`config.mk`:
```
export PLATFORM = sky130hd
export DESIGN_NAME = metronome_click_mixer
export DESIGN_NICKNAME = d
export VERILOG_FILES = /design/src/hw/rtl/mcm_pkg.sv /design/src/hw/rtl/mcm_front.sv /design/src/hw/rtl/mcm_queue.sv /design/src/hw/rtl/mcm_back.sv /design/src/hw/rtl/metronome_click_mixer.sv
export SDC_FILE = /design/constraint.sdc
export NUM_CORES = 1
export LEC_CHECK = 0
export ABC_AREA = 1
export BUFFER_PORTS_ARGS = -buffer_cell sky130_fd_sc_hd__clkbuf_2
export CORE_MARGIN = 1.5
export CORE_UTILIZATION = 60
export CTS_CLUSTER_DIAMETER = 150
export CTS_CLUSTER_SIZE = 16
export DETAILED_ROUTE_END_ITERATION = 8
export HOLD_SLACK_MARGIN = 0.1
export PLACE_DENSITY = 0.78
export SYNTH_ARGS = -nofsm -noshare
export SYNTH_HDL_FRONTEND = slang
export SYNTH_SLANG_ARGS = --single-unit
export TNS_END_PERCENT = 30
```
`constraint.sdc`:
```
create_clock -name clk -period 5.5 [get_ports clk]
set_clock_uncertainty 0.05 [all_clocks]
set_input_delay 0.55 -clock clk [delete_from_list [all_inputs] [get_ports clk]]
set_output_delay 0.55 -clock clk [all_outputs]
set_load 0.01 [all_outputs]
```
`src/hw/rtl/mcm_pkg.sv`:
```
// Shared constants, types and the click sine table of the metronome click mixer.
package mcm_pkg;

	localparam int PHASE_BITS     = 24;
	localparam int SAMPLE_BITS    = 16;
	localparam int TABLE_BITS     = 10;
	localparam int COUNT_BITS     = 20;
	localparam int STEP_BITS      = 23;
	localparam int BAR_BITS       = 4;
	localparam int CFG_INDEX_BITS = 3;
	localparam int CFG_DATA_BITS  = 23;
	localparam int QUARTER_BITS   = TABLE_BITS - 2;
	localparam int QUARTER        = 1 << QUARTER_BITS;
	localparam int QUEUE_DEPTH    = 4;
	localparam int QPTR_BITS      = $clog2(QUEUE_DEPTH);

	// Register indexes of the configuration port
	localparam logic [CFG_INDEX_BITS-1:0] REG_BEAT_PERIOD   = 3'd0;
	localparam logic [CFG_INDEX_BITS-1:0] REG_PING_LENGTH   = 3'd1;
	localparam logic [CFG_INDEX_BITS-1:0] REG_ACCENT_STEP   = 3'd2;
	localparam logic [CFG_INDEX_BITS-1:0] REG_NORMAL_STEP   = 3'd3;
	localparam logic [CFG_INDEX_BITS-1:0] REG_BEATS_PER_BAR = 3'd4;

	// Reset values of the registers
	localparam logic [COUNT_BITS-1:0] BEAT_PERIOD_RST   = 20'd24000;
	localparam logic [COUNT_BITS-1:0] PING_LENGTH_RST   = 20'd9600;
	localparam logic [STEP_BITS-1:0]  ACCENT_STEP_RST   = 23'd83886;
	localparam logic [STEP_BITS-1:0]  NORMAL_STEP_RST   = 23'd62915;
	localparam logic [BAR_BITS-1:0]   BEATS_PER_BAR_RST = 4'd4;

	localparam logic signed [SAMPLE_BITS-1:0] SAMPLE_MAX = {1'b0, {(SAMPLE_BITS-1){1'b1}}};
	localparam logic signed [SAMPLE_BITS-1:0] SAMPLE_MIN = {1'b1, {(SAMPLE_BITS-1){1'b0}}};
	localparam longint unsigned CLICK_AMP   = ((64'd1 << (SAMPLE_BITS - 1)) - 64'd1) / 64'd3;
	localparam longint unsigned ONE_Q30     = 64'd1 << 30;
	localparam longint unsigned HALF_PI_Q30 = 64'd1686629713;

	// One sample word handed from the front to the back
	typedef struct packed {
		logic signed [SAMPLE_BITS-1:0] left;
		logic signed [SAMPLE_BITS-1:0] right;
		logic                          tone;
		logic [TABLE_BITS-1:0]         idx;
	} word_t;

	// Queue status seen by the front and back
	typedef struct packed {
		logic full;
		logic empty;
	} queue_stat_t;

	typedef logic [SAMPLE_BITS-1:0] quarter_tab_t [QUARTER];

	// sin(x) on [0, pi/2], Q30 in and out, nested Taylor terms up to x^11
	function automatic logic [63:0] sin_q30(input logic [63:0] x);
		logic [63:0] x2;
		logic [63:0] t;
		x2 = (x * x) >> 30;
		t = ONE_Q30 - x2 / 64'd110;
		t = ONE_Q30 - ((x2 * t) >> 30) / 64'd72;
		t = ONE_Q30 - ((x2 * t) >> 30) / 64'd42;
		t = ONE_Q30 - ((x2 * t) >> 30) / 64'd20;
		t = ONE_Q30 - ((x2 * t) >> 30) / 64'd6;
		return (x * t) >> 30;
	endfunction

	// Click magnitude at quarter-wave position m (0 .. QUARTER)
	function automatic logic [SAMPLE_BITS-1:0] quarter_entry(input int unsigned m);
		logic [63:0] x;
		logic [63:0] s;
		logic [63:0] v;
		x = (64'(HALF_PI_Q30) * 64'(m)) / 64'(QUARTER);
		s = sin_q30(x);
		if (s > ONE_Q30) s = ONE_Q30;
		v = (s * 64'(CLICK_AMP)) >> 30;
		return v[SAMPLE_BITS-1:0];
	endfunction

	function automatic quarter_tab_t build_quarter();
		quarter_tab_t tab;
		for (int unsigned m = 0; m < QUARTER; m++) begin
			tab[m] = quarter_entry(m);
		end
		return tab;
	endfunction

	localparam quarter_tab_t QUARTER_TAB = build_quarter();
	localparam logic [SAMPLE_BITS-1:0] PEAK_VALUE = quarter_entry(QUARTER);

endpackage

```
`src/hw/rtl/mcm_front.sv`:
```
// Front end: configuration registers, word classification and beat/phase sequencing.
module mcm_front (
	input  logic                                 clk,
	input  logic                                 arst_n,
	input  logic                                 s_tvalid,
	output logic                                 s_tready,
	input  logic [2*mcm_pkg::SAMPLE_BITS-1:0]    s_tdata,  // left_in, right_in
	input  logic                                 s_tuser,  // func
	input  logic                                 cfg_we,
	input  logic [mcm_pkg::CFG_INDEX_BITS-1:0]   cfg_index,
	input  logic [mcm_pkg::CFG_DATA_BITS-1:0]    cfg_data,
	input  mcm_pkg::queue_stat_t                 qstat,
	output logic                                 push,
	output mcm_pkg::word_t                       push_word
);

	logic [mcm_pkg::COUNT_BITS-1:0] beat_period_q, ping_length_q;
	logic [mcm_pkg::STEP_BITS-1:0]  accent_step_q, normal_step_q;
	logic [mcm_pkg::BAR_BITS-1:0]   beats_per_bar_q;

	logic                           pinging_q, tone_active_q, accent_q;
	logic [mcm_pkg::COUNT_BITS-1:0] pos_q;
	logic [mcm_pkg::PHASE_BITS-1:0] phase_q;
	logic [mcm_pkg::BAR_BITS-1:0]   pib_q;

	logic                           pinging_d, tone_active_d, accent_d;
	logic [mcm_pkg::COUNT_BITS-1:0] pos_d, pos_inc;
	logic [mcm_pkg::PHASE_BITS-1:0] phase_d;
	logic [mcm_pkg::BAR_BITS-1:0]   pib_d, pib_inc;
	logic [mcm_pkg::STEP_BITS-1:0]  step;
	logic                           accept;

	assign s_tready = !qstat.full;
	assign accept   = s_tvalid && !qstat.full;
	assign push     = accept && !s_tuser;

	assign step    = accent_q ? accent_step_q : normal_step_q;
	assign pos_inc = pos_q + 1'b1;
	assign pib_inc = pib_q + 1'b1;

	always_comb begin
		push_word.left  = s_tdata[mcm_pkg::SAMPLE_BITS-1:0];
		push_word.right = s_tdata[2*mcm_pkg::SAMPLE_BITS-1:mcm_pkg::SAMPLE_BITS];
		push_word.tone  = pinging_q && tone_active_q;
		push_word.idx   = phase_q[mcm_pkg::PHASE_BITS-1 -: mcm_pkg::TABLE_BITS];
	end

	always_comb begin
		pinging_d     = pinging_q;
		tone_active_d = tone_active_q;
		accent_d      = accent_q;
		pos_d         = pos_q;
		phase_d       = phase_q;
		pib_d         = pib_q;
		if (accept && s_tuser) begin
			if (!pinging_q) begin
				pinging_d     = 1'b1;
				tone_active_d = 1'b1;
				accent_d      = 1'b1;
				pos_d         = '0;
				phase_d       = '0;
				pib_d         = '0;
			end else begin
				pinging_d     = 1'b0;
				tone_active_d = 1'b0;
			end
		end else if (accept && pinging_q) begin
			if (tone_active_q) begin
				phase_d = phase_q +
					{{(mcm_pkg::PHASE_BITS-mcm_pkg::STEP_BITS){1'b0}}, step};
			end
			pos_d = pos_inc;
			if (pos_inc == beat_period_q) begin
				pos_d         = '0;
				phase_d       = '0;
				tone_active_d = 1'b1;
			end else if (pos_inc == ping_length_q) begin
				// end of ping: count it and pick the tone of the next one
				if (pib_inc == beats_per_bar_q) begin
					pib_d    = '0;
					accent_d = 1'b1;
				end else begin
					pib_d    = pib_inc;
					accent_d = 1'b0;
				end
				tone_active_d = 1'b0;
			end
		end
	end

	always_ff @(posedge clk or negedge arst_n) begin
		if (!arst_n) begin
			beat_period_q   <= mcm_pkg::BEAT_PERIOD_RST;
			ping_length_q   <= mcm_pkg::PING_LENGTH_RST;
			accent_step_q   <= mcm_pkg::ACCENT_STEP_RST;
			normal_step_q   <= mcm_pkg::NORMAL_STEP_RST;
			beats_per_bar_q <= mcm_pkg::BEATS_PER_BAR_RST;
		end else if (cfg_we) begin
			case (cfg_index)
				mcm_pkg::REG_BEAT_PERIOD:   beat_period_q   <= cfg_data[mcm_pkg::COUNT_BITS-1:0];
				mcm_pkg::REG_PING_LENGTH:   ping_length_q   <= cfg_data[mcm_pkg::COUNT_BITS-1:0];
				mcm_pkg::REG_ACCENT_STEP:   accent_step_q   <= cfg_data[mcm_pkg::STEP_BITS-1:0];
				mcm_pkg::REG_NORMAL_STEP:   normal_step_q   <= cfg_data[mcm_pkg::STEP_BITS-1:0];
				mcm_pkg::REG_BEATS_PER_BAR: beats_per_bar_q <= cfg_data[mcm_pkg::BAR_BITS-1:0];
				default: ;
			endcase
		end
	end

	always_ff @(posedge clk or negedge arst_n) begin
		if (!arst_n) begin
			pinging_q     <= 1'b0;
			tone_active_q <= 1'b0;
			accent_q      <= 1'b1;
			pos_q         <= '0;
			phase_q       <= '0;
			pib_q         <= '0;
		end else begin
			pinging_q     <= pinging_d;
			tone_active_q <= tone_active_d;
			accent_q      <= accent_d;
			pos_q         <= pos_d;
			phase_q       <= phase_d;
			pib_q         <= pib_d;
		end
	end

endmodule

```
`src/hw/rtl/mcm_queue.sv`:
```
// Short word queue between the front and back ends.
module mcm_queue (
	input  logic                 clk,
	input  logic                 arst_n,
	input  logic                 push,
	input  mcm_pkg::word_t       push_word,
	input  logic                 pop,
	output mcm_pkg::queue_stat_t qstat,
	output mcm_pkg::word_t       head
);

	mcm_pkg::word_t               mem_q [mcm_pkg::QUEUE_DEPTH];
	logic [mcm_pkg::QPTR_BITS-1:0] wr_ptr_q, rd_ptr_q;
	logic [mcm_pkg::QPTR_BITS:0]   count_q;

	assign qstat.full  = (count_q == (mcm_pkg::QPTR_BITS+1)'(mcm_pkg::QUEUE_DEPTH));
	assign qstat.empty = (count_q == '0);
	assign head        = mem_q[rd_ptr_q];

	always_ff @(posedge clk) begin
		if (push) begin
			mem_q[wr_ptr_q] <= push_word;
		end
	end

	always_ff @(posedge clk or negedge arst_n) begin
		if (!arst_n) begin
			wr_ptr_q <= '0;
			rd_ptr_q <= '0;
			count_q  <= '0;
		end else begin
			if (push) wr_ptr_q <= wr_ptr_q + 1'b1;
			if (pop)  rd_ptr_q <= rd_ptr_q + 1'b1;
			case ({push, pop})
				2'b10:   count_q <= count_q + 1'b1;
				2'b01:   count_q <= count_q - 1'b1;
				default: count_q <= count_q;
			endcase
		end
	end

endmodule

```
`src/hw/rtl/mcm_back.sv`:
```
// Back end: sine lookup, click mix with saturation and the output register.
module mcm_back (
	input  logic                              clk,
	input  logic                              arst_n,
	input  mcm_pkg::queue_stat_t              qstat,
	input  mcm_pkg::word_t                    head,
	output logic                              pop,
	output logic                              m_tvalid,
	input  logic                              m_tready,
	output logic [2*mcm_pkg::SAMPLE_BITS-1:0] m_tdata,  // left_out, right_out
	output logic                              m_tuser   // tone_on
);

	logic                                  valid_s1;
	logic signed [mcm_pkg::SAMPLE_BITS-1:0] left_s1, right_s1, click_s1;
	logic                                  tone_s1;

	logic                                  out_valid_q;
	logic signed [mcm_pkg::SAMPLE_BITS-1:0] left_q, right_q;
	logic                                  tone_q;

	logic                                  adv;
	logic [1:0]                            quad;
	logic [mcm_pkg::QUARTER_BITS-1:0]      r, r_m;
	logic [mcm_pkg::SAMPLE_BITS-1:0]       mag, click;
	logic signed [mcm_pkg::SAMPLE_BITS:0]  sum_l, sum_r;

	function automatic logic [mcm_pkg::SAMPLE_BITS-1:0] sat(
		input logic signed [mcm_pkg::SAMPLE_BITS:0] v);
		if (v[mcm_pkg::SAMPLE_BITS] != v[mcm_pkg::SAMPLE_BITS-1]) begin
			return v[mcm_pkg::SAMPLE_BITS] ? mcm_pkg::SAMPLE_MIN : mcm_pkg::SAMPLE_MAX;
		end
		return v[mcm_pkg::SAMPLE_BITS-1:0];
	endfunction

	assign adv = !out_valid_q || m_tready;
	assign pop = adv && !qstat.empty;

	// Quarter-wave symmetry: mirror odd quadrants, negate the lower half-wave
	always_comb begin
		quad = head.idx[mcm_pkg::TABLE_BITS-1 -: 2];
		r    = head.idx[mcm_pkg::QUARTER_BITS-1:0];
		r_m  = quad[0] ? (~r + 1'b1) : r;
		if (quad[0] && r == '0) begin
			mag = mcm_pkg::PEAK_VALUE;
		end else begin
			mag = mcm_pkg::QUARTER_TAB[r_m];
		end
		if (!head.tone) begin
			click = '0;
		end else if (quad[1]) begin
			click = '0 - mag;
		end else begin
			click = mag;
		end
	end

	assign sum_l = {left_s1[mcm_pkg::SAMPLE_BITS-1], left_s1} +
		{click_s1[mcm_pkg::SAMPLE_BITS-1], click_s1};
	assign sum_r = {right_s1[mcm_pkg::SAMPLE_BITS-1], right_s1} +
		{click_s1[mcm_pkg::SAMPLE_BITS-1], click_s1};

	always_ff @(posedge clk) begin
		if (pop) begin
			left_s1  <= head.left;
			right_s1 <= head.right;
			click_s1 <= click;
			tone_s1  <= head.tone;
		end
		if (adv && valid_s1) begin
			left_q  <= sat(sum_l);
			right_q <= sat(sum_r);
			tone_q  <= tone_s1;
		end
	end

	always_ff @(posedge clk or negedge arst_n) begin
		if (!arst_n) begin
			valid_s1    <= 1'b0;
			out_valid_q <= 1'b0;
		end else if (adv) begin
			valid_s1    <= !qstat.empty;
			out_valid_q <= valid_s1;
		end
	end

	assign m_tvalid = out_valid_q;
	assign m_tdata  = {right_q, left_q};
	assign m_tuser  = tone_q;

endmodule

```
`src/hw/rtl/metronome_click_mixer.sv`:
```
// A sample word passes through the queue, the stage-one register and the output register.
// One word per cycle unless the queue is full; a toggle word is taken but yields no word.
// The front end's beat/phase registers and the four-entry queue set the one-word rate.
// Reset (arst_n low, asynchronous): pass-through, accent tone, counters and phase zero,
// registers at their defaults, queue and output empty.
module metronome_click_mixer (
	input  logic                                 clk,
	input  logic                                 arst_n,
	// slave side
	input  logic                                 s_tvalid,
	output logic                                 s_tready,
	input  logic [2*mcm_pkg::SAMPLE_BITS-1:0]    s_tdata,   // left_in [15:0], right_in [31:16]
	input  logic                                 s_tuser,   // func: 0 sample pair, 1 toggle
	// master side
	output logic                                 m_tvalid,
	input  logic                                 m_tready,
	output logic [2*mcm_pkg::SAMPLE_BITS-1:0]    m_tdata,   // left_out [15:0], right_out [31:16]
	output logic                                 m_tuser,   // tone_on
	// configuration writes
	input  logic                                 cfg_we,
	input  logic [mcm_pkg::CFG_INDEX_BITS-1:0]   cfg_index,
	input  logic [mcm_pkg::CFG_DATA_BITS-1:0]    cfg_data
);

	// Front to queue: one word per accepted sample pair, with the click phase index
	logic                 push;
	mcm_pkg::word_t       push_word;
	// Queue to back: head word and fill status
	logic                 pop;
	mcm_pkg::word_t       head;
	mcm_pkg::queue_stat_t qstat;

	// Classify words, apply toggles and advance beat, ping and phase state
	mcm_front u_front (
		.clk       (clk),
		.arst_n    (arst_n),
		.s_tvalid  (s_tvalid),
		.s_tready  (s_tready),
		.s_tdata   (s_tdata),
		.s_tuser   (s_tuser),
		.cfg_we    (cfg_we),
		.cfg_index (cfg_index),
		.cfg_data  (cfg_data),
		.qstat     (qstat),
		.push      (push),
		.push_word (push_word)
	);

	// Decouple the two ends so a stalled master side backs up here first
	mcm_queue u_queue (
		.clk       (clk),
		.arst_n    (arst_n),
		.push      (push),
		.push_word (push_word),
		.pop       (pop),
		.qstat     (qstat),
		.head      (head)
	);

	// Look up the sine, add it to both channels with saturation, hold for the master side
	mcm_back u_back (
		.clk      (clk),
		.arst_n   (arst_n),
		.qstat    (qstat),
		.head     (head),
		.pop      (pop),
		.m_tvalid (m_tvalid),
		.m_tready (m_tready),
		.m_tdata  (m_tdata),
		.m_tuser  (m_tuser)
	);

endmodule

```
==> out/metrics.yaml <==
final_layout:
  multi_input_area_mm2: 0.0101
  drive_gt1_frac: 0.118
  layout_commonest_cell: "nand2_1"
  nets: 2759
  regArea_mm2: 0.0114
  mostFrequentLayoutCells: "679 x nand2_1, 254 x edfxtp_1, 234 x o21ai_0"
  nFillCells: 3076
  syn_to_final_growth_pct: 7.33
yosys:
  synth_top_family_by_area: "simple AND/OR/NAND/NOR gates"
  yosys-top-cells-area: "edfxtp_1 34%, dfrtp_1 13%, nand2_1 11%"
  syn_avg_cell_area_um2: 8.87
  synth_edf_count: 254
  ys_async_sr_fraction: 0.371
  ys.flop_type: "edfxtp_1"
  yosysWarnings: 0
  synth.top_cell.area_share: 0.336
  yosys.area_share.simple: 0.236
  synth_fp_nets: 2712
  syn_area_mm2: 0.0227
  synth_adder_area_share: 0.0501
  synth.area.mux_share: 0.0124
  synth_compound_area_frac: 0.104
  synth_cell_types: 60
  synth_top_cell_by_area: "edfxtp_1"
  synth_seq_cells: 404
  syn-instance-count: 2560
  ys_seq_area_frac: 0.503
  synth_xor_xnor_area_share: 0.0381
timing:
  relSlewSlack: 0.192
  maxClockFrequency_mhz: 204
  hold_slack_ps: 144
  setup_tns_ps: 0
  setup_viol: 0
  hold_viol: 0
  post-route-min-period_ps: 4900
  rsz0062_at_grt: "no"
  tightest_slew_ps: 1210
  drv_slew: 0
  final.period_utilization: 0.891
floorplan:
  io_pins: 99
  fp.dieH_um: 198
  initial_core_util: 0.606
  coreArea_mm2: 0.0375
  rows: 71
  die_area_mm2: 0.0390
  die_w_um: 198
critical_path:
  critPathMaxStageDelay_ps: 600
  cp-end-kind: "register"
  start_kind: "register"
  slowest_stage: "dfrtp_2"
  path_buf_inv: 2
  critPathTopFamily: "simple AND/OR/NAND/NOR gates"
  worst-setup-path-type: "register to register"
  crit_top_cell: "nand3_1"
  arrival_ps: 5170
  cp.required_ps: 5770
  path_max_fanout: 31
  worstPathCellList: "buf_4 -> nand2_1 -> nand3_1 -> nand2_4 -> o21ai_4 -> ha_1 -> inv_1 -> nand3_1 -> nand3_1 -> nand3_1 -> nand3_1 -> nand3_1 -> nand2_1 -> nor2_1 -> nor2_2 -> nand2_1 -> nor2_2 -> nand2_1 -> nand2_1 -> nand3_1 -> nand2_1 -> nor2_1"
status:
  status: "completed"
global_route:
  grt_overflow: 0
  grt_pass1_vias: 17600
  grt_pass1_wl_um: 95000
  antenna_found_initial: 1
  track_usage: 0.314
  grt_max_degree: 108
cts:
  post_cts_buffers: 0
  cts_buffers: 29
  root_buffer: "clkbuf_16"
  cts_tree: "done"
  cts_htree_levels: 1
  clk_path_buf_depth: 3
  clk_pin_slew_ps: 70
  clock_latency_ps: 570
  clock-sinks: 404
job:
  cap_violations: 0
hold_path:
  hold_class: "input pin to register"
route:
  drt_iter0_drc: 1787
  vias_per_cell: 5.88
  wirelength_um: 60700
  wl_per_cell_um: 19.3
  drc: 0
  vias: 18500
  drtAntennaViolNets: 0
  firstDrtPassIters: 8
placed_design:
  io_buffers: 98
  place.gp.congestion: 1.02
  dp_hpwl_um: 43100
## sequential cells by signal, summed over array words and instances (netlist names), 20 cells and up
register / count
u_front.accent_step_q: 23
u_front.beat_period_q: 20
u_front.normal_step_q: 23
u_front.phase_q: 24
u_front.ping_length_q: 20
u_front.pos_q: 20
u_queue.mem_q: 172
## Yosys cell counts (12+ instances only)
cell type and instances:
o22ai_1 34, nor2_2 12, nor2_1 176, nand2_2 12
dfstp_2 33, o211ai_1 15, edfxtp_1 254, clkbuf_1 60
a21oi_1 97, nand4_1 40, or2_2 14, o21ai_1 31
mux2_2 23, o21ai_0 234, inv_1 164, ha_1 83
buf_2 29, dfrtp_1 117, nand2_1 679, xnor2_1 34
xor2_1 63, buf_6 12, nand3_1 221
## per-stage QoR
step | cells | setup WS (ps) | cell area, µm² | util
after floorplan | 2560 | 704 | 22700 | -
after global placement | 3086 | 659 | 23500 | 0.627
after detailed placement | 3086 | 739 | 23500 | 0.627
after CTS | 3141 | 743 | 24400 | 0.650
after global routing | 3141 | 267 | 24400 | 0.650
final | 3142 | 600 | 24400 | 0.650
## layer usage
layer	global-route usage	vias to the layer above	routed length (µm)
met5	0	-	12
met4	0.103	2	1920
met3	0.0499	120	4330
met2	0.528	727	29400
met1	0.416	8835	25000
li1	-	8794	-
## area by class of cell
cell class | instances | area share
well taps | 511 | 0.0262
clock buffers | 52 | 0.0333
inverters | 178 | 0.0278
clock inverters | 2 | 0.00103
multi-input cells | 1864 | 0.412
diodes | 1 | 0.000103
repair buffers | 130 | 0.0303
flip-flops and latches | 404 | 0.469
## final timing paths
kind	startpoint	to	slack (ps)	cells after the start
setup / recovery	u_queue.rd_ptr_q[0]	u_back.click_s1[12]	600	22
min in group asynchronous	arst_n	u_front.normal_step_q[3]	630	2
hold / removal	s_tdata[31]	u_queue.mem_q[0][26]	140	1
setup reg to reg	u_queue.rd_ptr_q[0]	u_back.click_s1[12]	600	22
hold reg to reg	u_back.tone_s1	u_back.m_tuser	390	0
max in group asynchronous	arst_n	u_front.beat_period_q[8]	3580	3
## logic make-up (layout without fill, tap and decap cells)
group	after synthesis	count (layout)
AOI/OAI and AO/OA	441	441
DFF	404	404
xor gates and xnor gates	98	98
adders and majority gates	88	88
and+or+nand+nor	1213	1213
buffers and inverters	292	362
other	0	1
muxes	24	24
## timing repair
| item | in CTS | in global routing |
|---|---|---|
| endpoints found under the hold margin | 35 | 0 |
| hold buffers | 1 | 0 |
| resized for setup | 0 | 0 |
Power is not shown: default switching activity piles up to over one toggle a cycle in this logic, so the estimate is an artifact.
